`src/hw/rtl/vsap_pkg.sv`:
```
// package: item, configuration and state types and fixed constants of the alert packetizer
package vsap_pkg;

  localparam logic CMD_VITALS = 1'b0;
  localparam logic CMD_POWER  = 1'b1;

  localparam int CFG_INDEX_W = 3;
  localparam int CFG_DATA_W  = 16;

  localparam logic [CFG_INDEX_W-1:0] REG_HR_ALERT      = 3'd0;
  localparam logic [CFG_INDEX_W-1:0] REG_HR_EMERGENCY  = 3'd1;
  localparam logic [CFG_INDEX_W-1:0] REG_SPO2_ALERT    = 3'd2;
  localparam logic [CFG_INDEX_W-1:0] REG_SPO2_EMERGENCY = 3'd3;
  localparam logic [CFG_INDEX_W-1:0] REG_TEMP_ALERT    = 3'd4;
  localparam logic [CFG_INDEX_W-1:0] REG_TEMP_EMERGENCY = 3'd5;
  localparam logic [CFG_INDEX_W-1:0] REG_FALL_MOTION   = 3'd6;
  localparam logic [CFG_INDEX_W-1:0] REG_PROTO_VERSION = 3'd7;

  localparam logic [7:0]         RST_HR_ALERT       = 8'd120;
  localparam logic [7:0]         RST_HR_EMERGENCY   = 8'd140;
  localparam logic [6:0]         RST_SPO2_ALERT     = 7'd92;
  localparam logic [6:0]         RST_SPO2_EMERGENCY = 7'd88;
  localparam logic signed [15:0] RST_TEMP_ALERT     = 16'sd3800;
  localparam logic signed [15:0] RST_TEMP_EMERGENCY = 16'sd3950;
  localparam logic [15:0]        RST_FALL_MOTION    = 16'd300;
  localparam logic [7:0]         RST_PROTO_VERSION  = 8'd1;

  localparam logic [15:0] LOW_BATT_MV      = 16'd3500;
  localparam logic [15:0] RECOVER_BATT_MV  = 16'd3600;
  localparam logic [31:0] NORMAL_PERIOD_MS = 32'd60000;
  localparam logic [7:0]  SPO2_MAX         = 8'd100;

  localparam int FLAG_ALERT   = 0;
  localparam int FLAG_EMERG   = 1;
  localparam int FLAG_LOWBATT = 2;

  typedef struct packed {
    logic        cmd;
    logic        sensor_ok;
    logic [7:0]  heart_rate;
    logic [7:0]  oxygen_sat;
    logic signed [15:0] skin_temp;
    logic [15:0] motion_rms;
    logic [31:0] now_ms;
    logic        battery_ok;
    logic [15:0] battery_mv;
    logic        charger_ok;
    logic        is_charging;
  } in_item_t;

  typedef struct packed {
    logic [15:0] sequence_res;
    logic [31:0] timestamp;
    logic [2:0]  flags_byte;
    logic [7:0]  out_heart_rate;
    logic [6:0]  out_oxygen_sat;
    logic signed [15:0] out_skin_temp;
    logic [15:0] out_motion_rms;
    logic [7:0]  checksum;
    logic        send_now;
  } out_item_t;

  typedef struct packed {
    logic [7:0]  hr_warn_bpm;
    logic [7:0]  hr_emergency_bpm;
    logic [6:0]  spo2_warn_pct;
    logic [6:0]  spo2_emergency_pct;
    logic signed [15:0] temp_alert_centi;
    logic signed [15:0] temp_emergency_centi;
    logic [15:0] fall_motion_threshold;
    logic [7:0]  protocol_version;
  } cfg_t;

  typedef struct packed {
    logic [7:0]  held_heart_rate;
    logic [7:0]  held_oxygen_sat;
    logic [15:0] held_skin_temp;
    logic [15:0] held_motion_rms;
    logic [15:0] packet_counter;
    logic [31:0] last_normal_send_ms;
    logic        battery_low;
    logic        docked;
  } state_t;

  typedef struct packed {
    logic      has_result;
    out_item_t result;
    state_t    state_next;
  } eval_t;

endpackage

```
`src/hw/rtl/vsap_stream_if.sv`:
```
// interface: valid/ready channel carrying one item
interface vsap_stream_if #(parameter type item_t = logic);
  logic  valid;
  logic  ready;
  item_t payload;

  modport source (output valid, output payload, input ready);
  modport sink (input valid, input payload, output ready);
endinterface

```
`src/hw/rtl/vsap_cfg_regs.sv`:
```
// module: threshold and version configuration registers
module vsap_cfg_regs (
  input  logic clk,
  input  logic rst,
  input  logic cfg_we,
  input  logic [vsap_pkg::CFG_INDEX_W-1:0] cfg_index,
  input  logic [vsap_pkg::CFG_DATA_W-1:0]  cfg_wdata,
  output vsap_pkg::cfg_t cfg
);

  always_ff @(posedge clk) begin
    if (rst) begin
      cfg.hr_warn_bpm           <= vsap_pkg::RST_HR_ALERT;
      cfg.hr_emergency_bpm      <= vsap_pkg::RST_HR_EMERGENCY;
      cfg.spo2_warn_pct         <= vsap_pkg::RST_SPO2_ALERT;
      cfg.spo2_emergency_pct    <= vsap_pkg::RST_SPO2_EMERGENCY;
      cfg.temp_alert_centi      <= vsap_pkg::RST_TEMP_ALERT;
      cfg.temp_emergency_centi  <= vsap_pkg::RST_TEMP_EMERGENCY;
      cfg.fall_motion_threshold <= vsap_pkg::RST_FALL_MOTION;
      cfg.protocol_version      <= vsap_pkg::RST_PROTO_VERSION;
    end else if (cfg_we) begin
      unique case (cfg_index)
        vsap_pkg::REG_HR_ALERT:       cfg.hr_warn_bpm           <= cfg_wdata[7:0];
        vsap_pkg::REG_HR_EMERGENCY:   cfg.hr_emergency_bpm      <= cfg_wdata[7:0];
        vsap_pkg::REG_SPO2_ALERT:     cfg.spo2_warn_pct         <= cfg_wdata[6:0];
        vsap_pkg::REG_SPO2_EMERGENCY: cfg.spo2_emergency_pct    <= cfg_wdata[6:0];
        vsap_pkg::REG_TEMP_ALERT:     cfg.temp_alert_centi      <= $signed(cfg_wdata[15:0]);
        vsap_pkg::REG_TEMP_EMERGENCY: cfg.temp_emergency_centi  <= $signed(cfg_wdata[15:0]);
        vsap_pkg::REG_FALL_MOTION:    cfg.fall_motion_threshold <= cfg_wdata[15:0];
        vsap_pkg::REG_PROTO_VERSION:  cfg.protocol_version      <= cfg_wdata[7:0];
        default: ;
      endcase
    end
  end

endmodule

```
`src/hw/rtl/vsap_eval.sv`:
```
// module: grading, packet assembly, checksum and next state for one item
module vsap_eval (
  input  vsap_pkg::in_item_t item,
  input  vsap_pkg::state_t   state,
  input  vsap_pkg::cfg_t     cfg,
  output vsap_pkg::eval_t    eval
);

  logic [7:0]  hr;
  logic [7:0]  spo2_raw;
  logic [6:0]  spo2;
  logic [15:0] traw;
  logic signed [15:0] temp;
  logic [15:0] motion;
  logic [2:0]  flags;
  logic        emerg_tier;
  logic        alert_tier;
  logic [31:0] elapsed;
  logic        normal_due;
  logic [7:0]  sum;

  always_comb begin
    hr       = item.sensor_ok ? item.heart_rate : state.held_heart_rate;
    spo2_raw = item.sensor_ok ? item.oxygen_sat : state.held_oxygen_sat;
    traw     = item.sensor_ok ? item.skin_temp  : state.held_skin_temp;
    motion   = item.sensor_ok ? item.motion_rms : state.held_motion_rms;
    spo2     = (spo2_raw > vsap_pkg::SPO2_MAX) ? vsap_pkg::SPO2_MAX[6:0] : spo2_raw[6:0];
    temp     = $signed(traw);

    emerg_tier = (hr >= cfg.hr_emergency_bpm) || (spo2 <= cfg.spo2_emergency_pct)
                 || (temp >= cfg.temp_emergency_centi);
    alert_tier = (hr >= cfg.hr_warn_bpm) || (spo2 <= cfg.spo2_warn_pct)
                 || (temp >= cfg.temp_alert_centi);

    flags = '0;
    if (emerg_tier) begin
      flags[vsap_pkg::FLAG_EMERG] = 1'b1;
    end else if (alert_tier) begin
      flags[vsap_pkg::FLAG_ALERT] = 1'b1;
    end
    if (motion >= cfg.fall_motion_threshold) begin
      flags[vsap_pkg::FLAG_EMERG] = 1'b1;
    end
    flags[vsap_pkg::FLAG_LOWBATT] = state.battery_low;

    elapsed    = item.now_ms - state.last_normal_send_ms;
    normal_due = (elapsed >= vsap_pkg::NORMAL_PERIOD_MS);

    // byte sum wraps at 8 bits
    sum = cfg.protocol_version
        + state.packet_counter[7:0] + state.packet_counter[15:8]
        + item.now_ms[7:0] + item.now_ms[15:8] + item.now_ms[23:16] + item.now_ms[31:24]
        + {5'd0, flags} + hr + {1'b0, spo2}
        + traw[7:0] + traw[15:8] + motion[7:0] + motion[15:8];

    eval.state_next = state;
    eval.has_result = 1'b0;

    eval.result.sequence_res   = state.packet_counter;
    eval.result.timestamp      = item.now_ms;
    eval.result.flags_byte     = flags;
    eval.result.out_heart_rate = hr;
    eval.result.out_oxygen_sat = spo2;
    eval.result.out_skin_temp  = temp;
    eval.result.out_motion_rms = motion;
    eval.result.checksum       = sum;
    eval.result.send_now       = flags[vsap_pkg::FLAG_ALERT] || flags[vsap_pkg::FLAG_EMERG]
                                 || normal_due;

    if (item.cmd == vsap_pkg::CMD_POWER) begin
      if (item.battery_ok) begin
        priority if (!state.battery_low && item.battery_mv <= vsap_pkg::LOW_BATT_MV) begin
          eval.state_next.battery_low = 1'b1;
        end else if (state.battery_low && item.battery_mv >= vsap_pkg::RECOVER_BATT_MV) begin
          eval.state_next.battery_low = 1'b0;
        end else begin
          eval.state_next.battery_low = state.battery_low;
        end
      end
      if (item.charger_ok) begin
        eval.state_next.docked = item.is_charging;
      end
    end else if (!state.docked) begin
      eval.has_result = 1'b1;
      eval.state_next.held_heart_rate = hr;
      eval.state_next.held_oxygen_sat = spo2_raw;
      eval.state_next.held_skin_temp  = traw;
      eval.state_next.held_motion_rms = motion;
      eval.state_next.packet_counter  = state.packet_counter + 16'd1;
      if (!(flags[vsap_pkg::FLAG_ALERT] || flags[vsap_pkg::FLAG_EMERG]) && normal_due) begin
        eval.state_next.last_normal_send_ms = item.now_ms;
      end
    end
  end

endmodule

```
`src/hw/rtl/vital_sign_alert_packetizer.sv`:
```
// top level: input register, state, evaluation and result register of the alert packetizer
//
// Takes one item per clock cycle. For a vitals sample while not docked, the packet passes
// from the input register to the result register: the item waits in the input register
// while the grading and checksum logic feeds the result register, which loads the packet as
// the item leaves. Power polls and vitals samples taken while docked give no packet. All
// state is updated in the cycle an item leaves the input register, so the next item follows
// at once; a waiting packet stalls the input only while its sink is not ready and the item
// in the input register also makes a packet.
module vital_sign_alert_packetizer (
  input  logic clk,
  input  logic rst,
  input  logic cfg_we,
  input  logic [vsap_pkg::CFG_INDEX_W-1:0] cfg_index,
  input  logic [vsap_pkg::CFG_DATA_W-1:0]  cfg_wdata,
  vsap_stream_if.sink   in_ch,
  vsap_stream_if.source out_ch
);

  vsap_pkg::cfg_t     cfg;
  vsap_pkg::state_t   state;
  vsap_pkg::eval_t    eval;
  vsap_pkg::in_item_t in_item;
  vsap_pkg::out_item_t out_item;
  logic in_valid;
  logic out_valid;
  logic advance;
  logic out_load;

  vsap_cfg_regs u_cfg (
    .clk       (clk),
    .rst       (rst),
    .cfg_we    (cfg_we),
    .cfg_index (cfg_index),
    .cfg_wdata (cfg_wdata),
    .cfg       (cfg)
  );

  vsap_eval u_eval (
    .item  (in_item),
    .state (state),
    .cfg   (cfg),
    .eval  (eval)
  );

  assign advance  = in_valid && (!eval.has_result || !out_valid || out_ch.ready);
  assign out_load = advance && eval.has_result;

  assign in_ch.ready    = !in_valid || advance;
  assign out_ch.valid   = out_valid;
  assign out_ch.payload = out_item;

  always_ff @(posedge clk) begin
    if (rst) begin
      in_valid <= 1'b0;
    end else if (in_ch.ready) begin
      in_valid <= in_ch.valid;
    end
  end

  always_ff @(posedge clk) begin
    if (in_ch.ready && in_ch.valid) begin
      in_item <= in_ch.payload;
    end
  end

  always_ff @(posedge clk) begin
    if (rst) begin
      state <= '0;
    end else if (advance) begin
      state <= eval.state_next;
    end
  end

  always_ff @(posedge clk) begin
    if (rst) begin
      out_valid <= 1'b0;
    end else if (out_load) begin
      out_valid <= 1'b1;
    end else if (out_ch.ready) begin
      out_valid <= 1'b0;
    end
  end

  always_ff @(posedge clk) begin
    if (out_load) begin
      out_item <= eval.result;
    end
  end

  // a packet never overwrites one that is still waiting
  assert property (@(posedge clk) disable iff (rst)
    out_load |-> (!out_valid || out_ch.ready))
    else $error("result overwritten while stalled");

  // sequence advances by one per packet and holds otherwise
  assert property (@(posedge clk) disable iff (rst)
    1'b1 |=> (state.packet_counter ==
              ($past(out_load) ? $past(state.packet_counter) + 16'd1
                               : $past(state.packet_counter))))
    else $error("sequence number out of step");

  // alert and emergency packets are always marked to send
  assert property (@(posedge clk) disable iff (rst)
    out_valid && (out_item.flags_byte[vsap_pkg::FLAG_ALERT]
                  || out_item.flags_byte[vsap_pkg::FLAG_EMERG]) |-> out_item.send_now)
    else $error("graded packet not marked to send");

  // vitals taken while docked produce no packet
  assert property (@(posedge clk) disable iff (rst)
    advance && state.docked && (in_item.cmd == vsap_pkg::CMD_VITALS) |-> !out_load)
    else $error("packet emitted while docked");

endmodule
```
`src/flat_wrapper.sv`:
```
// flat-port wrapper written by rule: the top's interface ports become plain ports
module vital_sign_alert_packetizer_flat 
  (clk, rst, cfg_we, cfg_index, cfg_wdata, in_ch_valid, in_ch_payload, in_ch_ready, out_ch_valid, out_ch_payload, out_ch_ready);
  vsap_stream_if in_ch_i ();
  vsap_stream_if out_ch_i ();
  input  logic clk;
  input  logic rst;
  input  logic cfg_we;
  input  logic [vsap_pkg::CFG_INDEX_W-1:0] cfg_index;
  input  logic [vsap_pkg::CFG_DATA_W-1:0] cfg_wdata;
  input wire logic [$bits(in_ch_i.valid)-1:0] in_ch_valid;
  input wire logic [$bits(in_ch_i.payload)-1:0] in_ch_payload;
  output wire logic [$bits(in_ch_i.ready)-1:0] in_ch_ready;
  output wire logic [$bits(out_ch_i.valid)-1:0] out_ch_valid;
  output wire logic [$bits(out_ch_i.payload)-1:0] out_ch_payload;
  input wire logic [$bits(out_ch_i.ready)-1:0] out_ch_ready;
  assign in_ch_i.valid = in_ch_valid;
  assign in_ch_i.payload = in_ch_payload;
  assign in_ch_ready = in_ch_i.ready;
  assign out_ch_valid = out_ch_i.valid;
  assign out_ch_payload = out_ch_i.payload;
  assign out_ch_i.ready = out_ch_ready;
  vital_sign_alert_packetizer u_core (.clk(clk), .rst(rst), .cfg_we(cfg_we), .cfg_index(cfg_index), .cfg_wdata(cfg_wdata), .in_ch(in_ch_i), .out_ch(out_ch_i));
endmodule
```
`config.mk`:
```
export PLATFORM = sky130hd
export DESIGN_NAME = vital_sign_alert_packetizer_flat
export DESIGN_NICKNAME = d
export VERILOG_FILES = /design/src/hw/rtl/vsap_pkg.sv /design/src/hw/rtl/vsap_stream_if.sv /design/src/hw/rtl/vsap_cfg_regs.sv /design/src/hw/rtl/vsap_eval.sv /design/src/hw/rtl/vital_sign_alert_packetizer.sv /design/src/flat_wrapper.sv
export SDC_FILE = /design/constraint.sdc
export NUM_CORES = 1
export LEC_CHECK = 0
export ABC_AREA = 1
export BUFFER_PORTS_ARGS = -buffer_cell sky130_fd_sc_hd__buf_2
export CAP_MARGIN = 20
export CORE_AREA = 2 2 39 41
export CTS_BUF_LIST = sky130_fd_sc_hd__clkbuf_16
export DETAILED_ROUTE_END_ITERATION = 7
export DIE_AREA = 0 0 41 43
export MAX_ROUTING_LAYER = met4
export PLACE_DENSITY = 0.35
export RECOVER_POWER = 100
export SLEW_MARGIN = 20
export SYNTH_ARGS = -nofsm -noshare
export SYNTH_HDL_FRONTEND = slang
export SYNTH_SLANG_ARGS = --single-unit
```
`constraint.sdc`:
```
create_clock -name clk -period 1.04 [get_ports clk]
set_clock_uncertainty 0.2 [all_clocks]
set_input_delay 0.156 -clock clk [delete_from_list [all_inputs] [get_ports clk]]
set_output_delay 0.156 -clock clk [all_outputs]
set_load 0.01 [all_outputs]
```
# --- After elaboration in Yosys (flattened, before gate mapping) ---
# Cells that the tools add are included.
totals:
  output_inout_bits: 3
  ff_bits: 81
  in_bits: 25
op_classes:
  reduce_logical: 19
  n_lt_le_gt_ge: 7
  n_mux: 6
  eq_ne: 6
ops:
  columns: ["operator", "n"]
  rows:
  - ["$ge 1x16->1 const A", 3]
  - ["$ge 1x8->1 const A", 2]
  - ["$le 1x7->1 const A", 2]
  - ["$reduce_and 2->1", 7]
  - ["$eq 3x3->1 const B", 3]
  - ["$logic_or 1x1->1", 7]
  - ["$eq 3x2->1 const B", 2]
  - ["$mux 1", 6]
  - ["$eq 3x1->1 const B", 1]
  - ["$logic_not 3->1", 1]
  - ["$logic_not 1->1", 2]
  - ["$reduce_bool 2->1", 1]
  - ["$logic_and 1x1->1", 1]

# --- Depth between registers and ports, before layout ---
logic_depth:
  word_depth: 6
  ltp_mapped: 3

# --- Modules after synthesis ---
# A second synthesis with hierarchy kept.
hier_totals:
  cells_unflattened: 2584
  hier_area_um2: 16636.0
modules_own_cells:
  columns: ["mod", "area_each_um2", "instances", "cells_per_inst", "seq_area_each_um2"]
  rows:
  - ["vsap_eval", 8856.0, 1, 1460, 0.0]
  - ["vital_sign_alert_packetizer", 4503.1, 1, 660, 2062.0]
  - ["vsap_cfg_regs", 3276.9, 1, 464, 1721.7]

# --- Worst setup path after synthesis ---
# Ideal clock, no wire load.
synth_path:
  path_kind: "register -> register"
  startpoint: "register u_core.out_valid (netlist: u_core.out_ch.valid)"
  endpoint: "register u_core.out_item, in the netlist u_core.out_ch.payload (enable)"
  required_ns: 0.536
  arrival_time_ns: 0.487
  path_slack_ns: 0.049
  path_buffers: 0
  stages_incl_launch_ff: 2
  setup_ns: 0.304
  path_cell_list: "dfxtp_1 -> a21oi_1"
synth_between:
  elab_chain_len: 3
synth_lines:
  columns: ["element", "line", "text"]
  rows:
  - ["start: declaration", "vital_sign_alert_packetizer.sv:26", "logic out_valid;"]
  - ["start signal: assignment", "vital_sign_alert_packetizer.sv:77", "out_valid <= 1'b0;"]
  - ["start signal: assignment", "vital_sign_alert_packetizer.sv:79", "out_valid <= 1'b1;"]
  - ["start signal: assignment", "vital_sign_alert_packetizer.sv:81", "out_valid <= 1'b0;"]
  - ["$logic_not 1->1", "vital_sign_alert_packetizer.sv:46", "assign advance = in_valid && (!eval.has_result || !out_valid || out_ch.ready);"]
  - ["$logic_or 1x1->1", "vital_sign_alert_packetizer.sv:46", null]
  - ["$logic_and 1x1->1", "vital_sign_alert_packetizer.sv:46", null]
  - ["via u_core.advance", "vital_sign_alert_packetizer.sv:27", "logic advance;"]
  - ["end signal: assignment", "vital_sign_alert_packetizer.sv:87", "out_item <= eval.result;"]
  - ["end: declaration", "vital_sign_alert_packetizer.sv:24", "vsap_pkg::out_item_t out_item;"]
# The timed path passes the listed nets, and every way through them passes these cells.
# A chain may end at the register's enable or synchronous reset.

# --- Worst setup path in the final report ---
layout_path:
  startpoint: "register u_core.out_valid (netlist: u_core.out_ch.valid)"
  endpoint: "output in_ch_ready"
layout_between:
  elab_chain_len: 4
layout_lines:
  columns: ["element", "line", "text"]
  rows:
  - ["$logic_not 1->1", "vital_sign_alert_packetizer.sv:46", null]
  - ["$logic_or 1x1->1", "vital_sign_alert_packetizer.sv:46", null]
  - ["$logic_and 1x1->1", "vital_sign_alert_packetizer.sv:46", null]
  - ["$logic_or 1x1->1", "vital_sign_alert_packetizer.sv:49", "assign in_ch.ready = !in_valid || advance;"]
  - ["end: declaration", "flat_wrapper.sv:13", "output wire logic [$bits(in_ch_i.ready)-1:0] in_ch_ready;"]
# No other way between the ends.

==> flow_metrics.py <==
metrics = {
    "floorplanning": {
        "die-width_um": 41,
        "start_util_pct": 7.866,
        "core_um2": 1384,
        "io_pins": 28,
        "die-area_um2": 1763,
        "die_y_um": 43,
        "core.rowCount": 14,
    },
    "cells_and_area": {
        "syn2layout_area_growth_pct": 170.1,
        "final_cell_mix": "sky130_fd_sc_hd__inv_1, sky130_fd_sc_hd__a21oi_1, sky130_fd_sc_hd__clkbuf_16, sky130_fd_sc_hd__buf_2",
        "sequential_cell_area_um2": 75.07,
        "fillerInstances": 155,
        "multi_input_area_um2": 40.04,
        "drive_above_1_share_pct": 48.00,
        "num-nets-final": 51,
        "n_antenna_cell": 0,
        "most_common_library_cell_in_the_layout_ignoring_fill_and_taps": "sky130_fd_sc_hd__inv_1",
    },
    "global_route": {
        "globalRouteOverflowTotal": 0,
        "track_usage_pct": 4.840,
        "grt_max_degree": 5,
        "antenna_found_initial": 0,
        "grt_pass1_vias": 119,
        "grt_pass1_wl_um": 407,
    },
    "synth": {
        "synth_top_area_share_pct": 36.78,
        "synth.yosys.seq_area_share_pct": 64.37,
        "post-synth-top-area-cell": "sky130_fd_sc_hd__dfxtp_1",
        "yosysWarningCount": 0,
        "number_of_register_bits_inferred_by_synthesis": 3,
        "post_synth_main_area_contributors": "sky130_fd_sc_hd__dfxtp_1, sky130_fd_sc_hd__edfxtp_1, sky130_fd_sc_hd__a21oi_1",
        "synthesis.nets": 37,
        "syn_avg_cell_area_um2": 9.071,
        "syn_inst": 12,
        "syn_area_um2": 108.9,
        "synthDistinctLibCells": 7,
    },
    "route": {
        "ant_nets": 0,
        "detailedRoute.firstIterationViolations": 1,
        "drc": 0,
        "wirelength_um": 284,
        "route.detailed.vias_per_inst": 2.927,
        "total_iterations_of_the_first_detailed_routing_run": 2,
        "via_count": 120,
        "wl_per_cell_um": 6.927,
    },
    "clock_tree": {
        "clock_insertion_delay_worst_skew_ps": 220,
        "tritoncts_num_sinks": 3,
        "htree_levels": 1,
        "cts_buffers": 3,
        "clkTransAtPathRegs_ps": 30,
        "cts_tree": "yes",
        "clock-root-buffer": "sky130_fd_sc_hd__clkbuf_16",
        "cts.path.max_buffers": 2,
    },
    "timing": {
        "final.min_clock_period_ps": 1131,
        "finalMaxSlewViolations": 0,
        "fmaxAchievable_mhz": 884.4,
        "grt_setup_unrepaired": "true",
        "report.final.setup_viol": 3,
        "final.period_utilization_pct": 108.7,
        "post-route-worst-setup-slack_ps": -90.76,
        "final-hold-violation-count": 0,
    },
    "hold_path": {
        "hold_path.class": "primary input to flip-flop",
        "whs_path_depth": 4,
    },
    "flow_run": {
        "cap_violations": 0,
    },
    "status": {
        "violations": "setup timing",
        "run_status": "finished, violations left",
    },
    "worst_setup_path": {
        "worst_ep_required_time_ps": 680,
        "top_fanout_value_on_the_critical_path": 4,
        "rr_worst_depth": 2,
        "arrival_ps": 770,
        "setup.worst_path.start_class": "flip-flop",
        "timing.setup.critical_path_class": "flip-flop to output pin",
        "crit_path_end_kind": "output pin",
    },
    "power": {
        "pwr_density_cell_nw_per_um2": 2604,
        "power.static_leakage_nw": 0.1303,
        "total_power_w": 0.0007656,
        "max_vdd_drop_mv": 0.4900,
    },
    "place": {
        "globalplace.congestion": 0.5314,
        "place_worst_setup_slack_ps": 54.70,
        "buffer_ports.inserted": 6,
    },
}
## area by class of cell
| type | count | area share [%] |
|---|---|---|
| inverters | 3 | 3.830 |
| flip-flops and latches | 3 | 25.53 |
| multi-input cells | 6 | 13.62 |
| clock inverters | 1 | 1.277 |
| clock buffers | 3 | 25.53 |
| well taps | 16 | 6.809 |
| repair buffers | 9 | 23.40 |
## critical path: stages (launching register included)
cell and delay [ps]:
sky130_fd_sc_hd__dfxtp_4 360, sky130_fd_sc_hd__nand3_4 70, sky130_fd_sc_hd__buf_6 120
## what timing repair did
item / 4_1_cts / 5_1_grt
hold buffers: 2 / 0
setup endpoints to repair: 3 / 3
setup buffers: 1 / 0
endpoints found under the hold margin: 2 / 0
gates resized for setup: 4 / 3
pin swaps: 1 / 0
## metrics by stage
stage | cells | hold slack [ps] | instance area, um2 | TNS [ps] | util (%)
after CTS | 41 | 19.70 | 279.0 | -141.0 | 20.16
after global routing | 41 | 79.70 | 294.0 | -185.5 | 21.25
after floorplan | 12 | 25.07 | 108.9 | 0 | -
final | 41 | 40.01 | 294.0 | -120.2 | 21.25
after global placement | 34 | 131.8 | 158.9 | 0 | 11.48
after detailed placement | 34 | 132.2 | 158.9 | 0 | 11.48
## power breakdown
group	leakage [nW]	internal, W	switching [W]
Sequential	0.0269	0.000128	0.00000614
Combinational	0.0611	0.0000186	0.0000132
Clock	0.0423	0.000496	0.000104
Total	0.130	0.000643	0.000123
## cell families (layout without fill, tap and decap cells)
| kind of cell | after synthesis | count (layout) | share of synthesized area (%) |
|---|---|---|---|
| AO/OA/AOI/OAI | 3 | 3 | 13.79 |
| buffers and inverters | 3 | 16 | 10.34 |
| flip-flops | 3 | 3 | 64.37 |
| other | 1 | 1 | 3.445 |
| AND/OR/NAND/NOR | 2 | 2 | 8.038 |
## worst paths after layout
check | start | end | slack [ps]
min | out_ch_ready | u_core.out_ch.valid | 40
max reg2reg | u_core.in_valid | u_core.out_ch.payload | 20
min reg2reg | u_core.in_valid | u_core.out_ch.valid | 290
max | u_core.out_ch.valid | in_ch_ready | -90
## cells in the mapped netlist
cell and n:
sky130_fd_sc_hd__a21oi_1 3, sky130_fd_sc_hd__conb_1 1, sky130_fd_sc_hd__dfxtp_1 2, sky130_fd_sc_hd__edfxtp_1 1
sky130_fd_sc_hd__inv_1 3, sky130_fd_sc_hd__nand2_1 1, sky130_fd_sc_hd__nand3_1 1
## metal layers
layer	up-vias	GRT usage (%)	share of wire, %
li1	61	-	-
met1	47	3.548	44
met2	10	3.750	34
met3	2	4.712	15
met4	0	10.00	6.7
met5	-	-	0
## registers in the layout, summed over array words and instances (netlist names)
name and cells:
u_core.out_ch.valid 1, u_core.in_valid 1, u_core.out_ch.payload 1
Power figures use the tool's default switching activity.
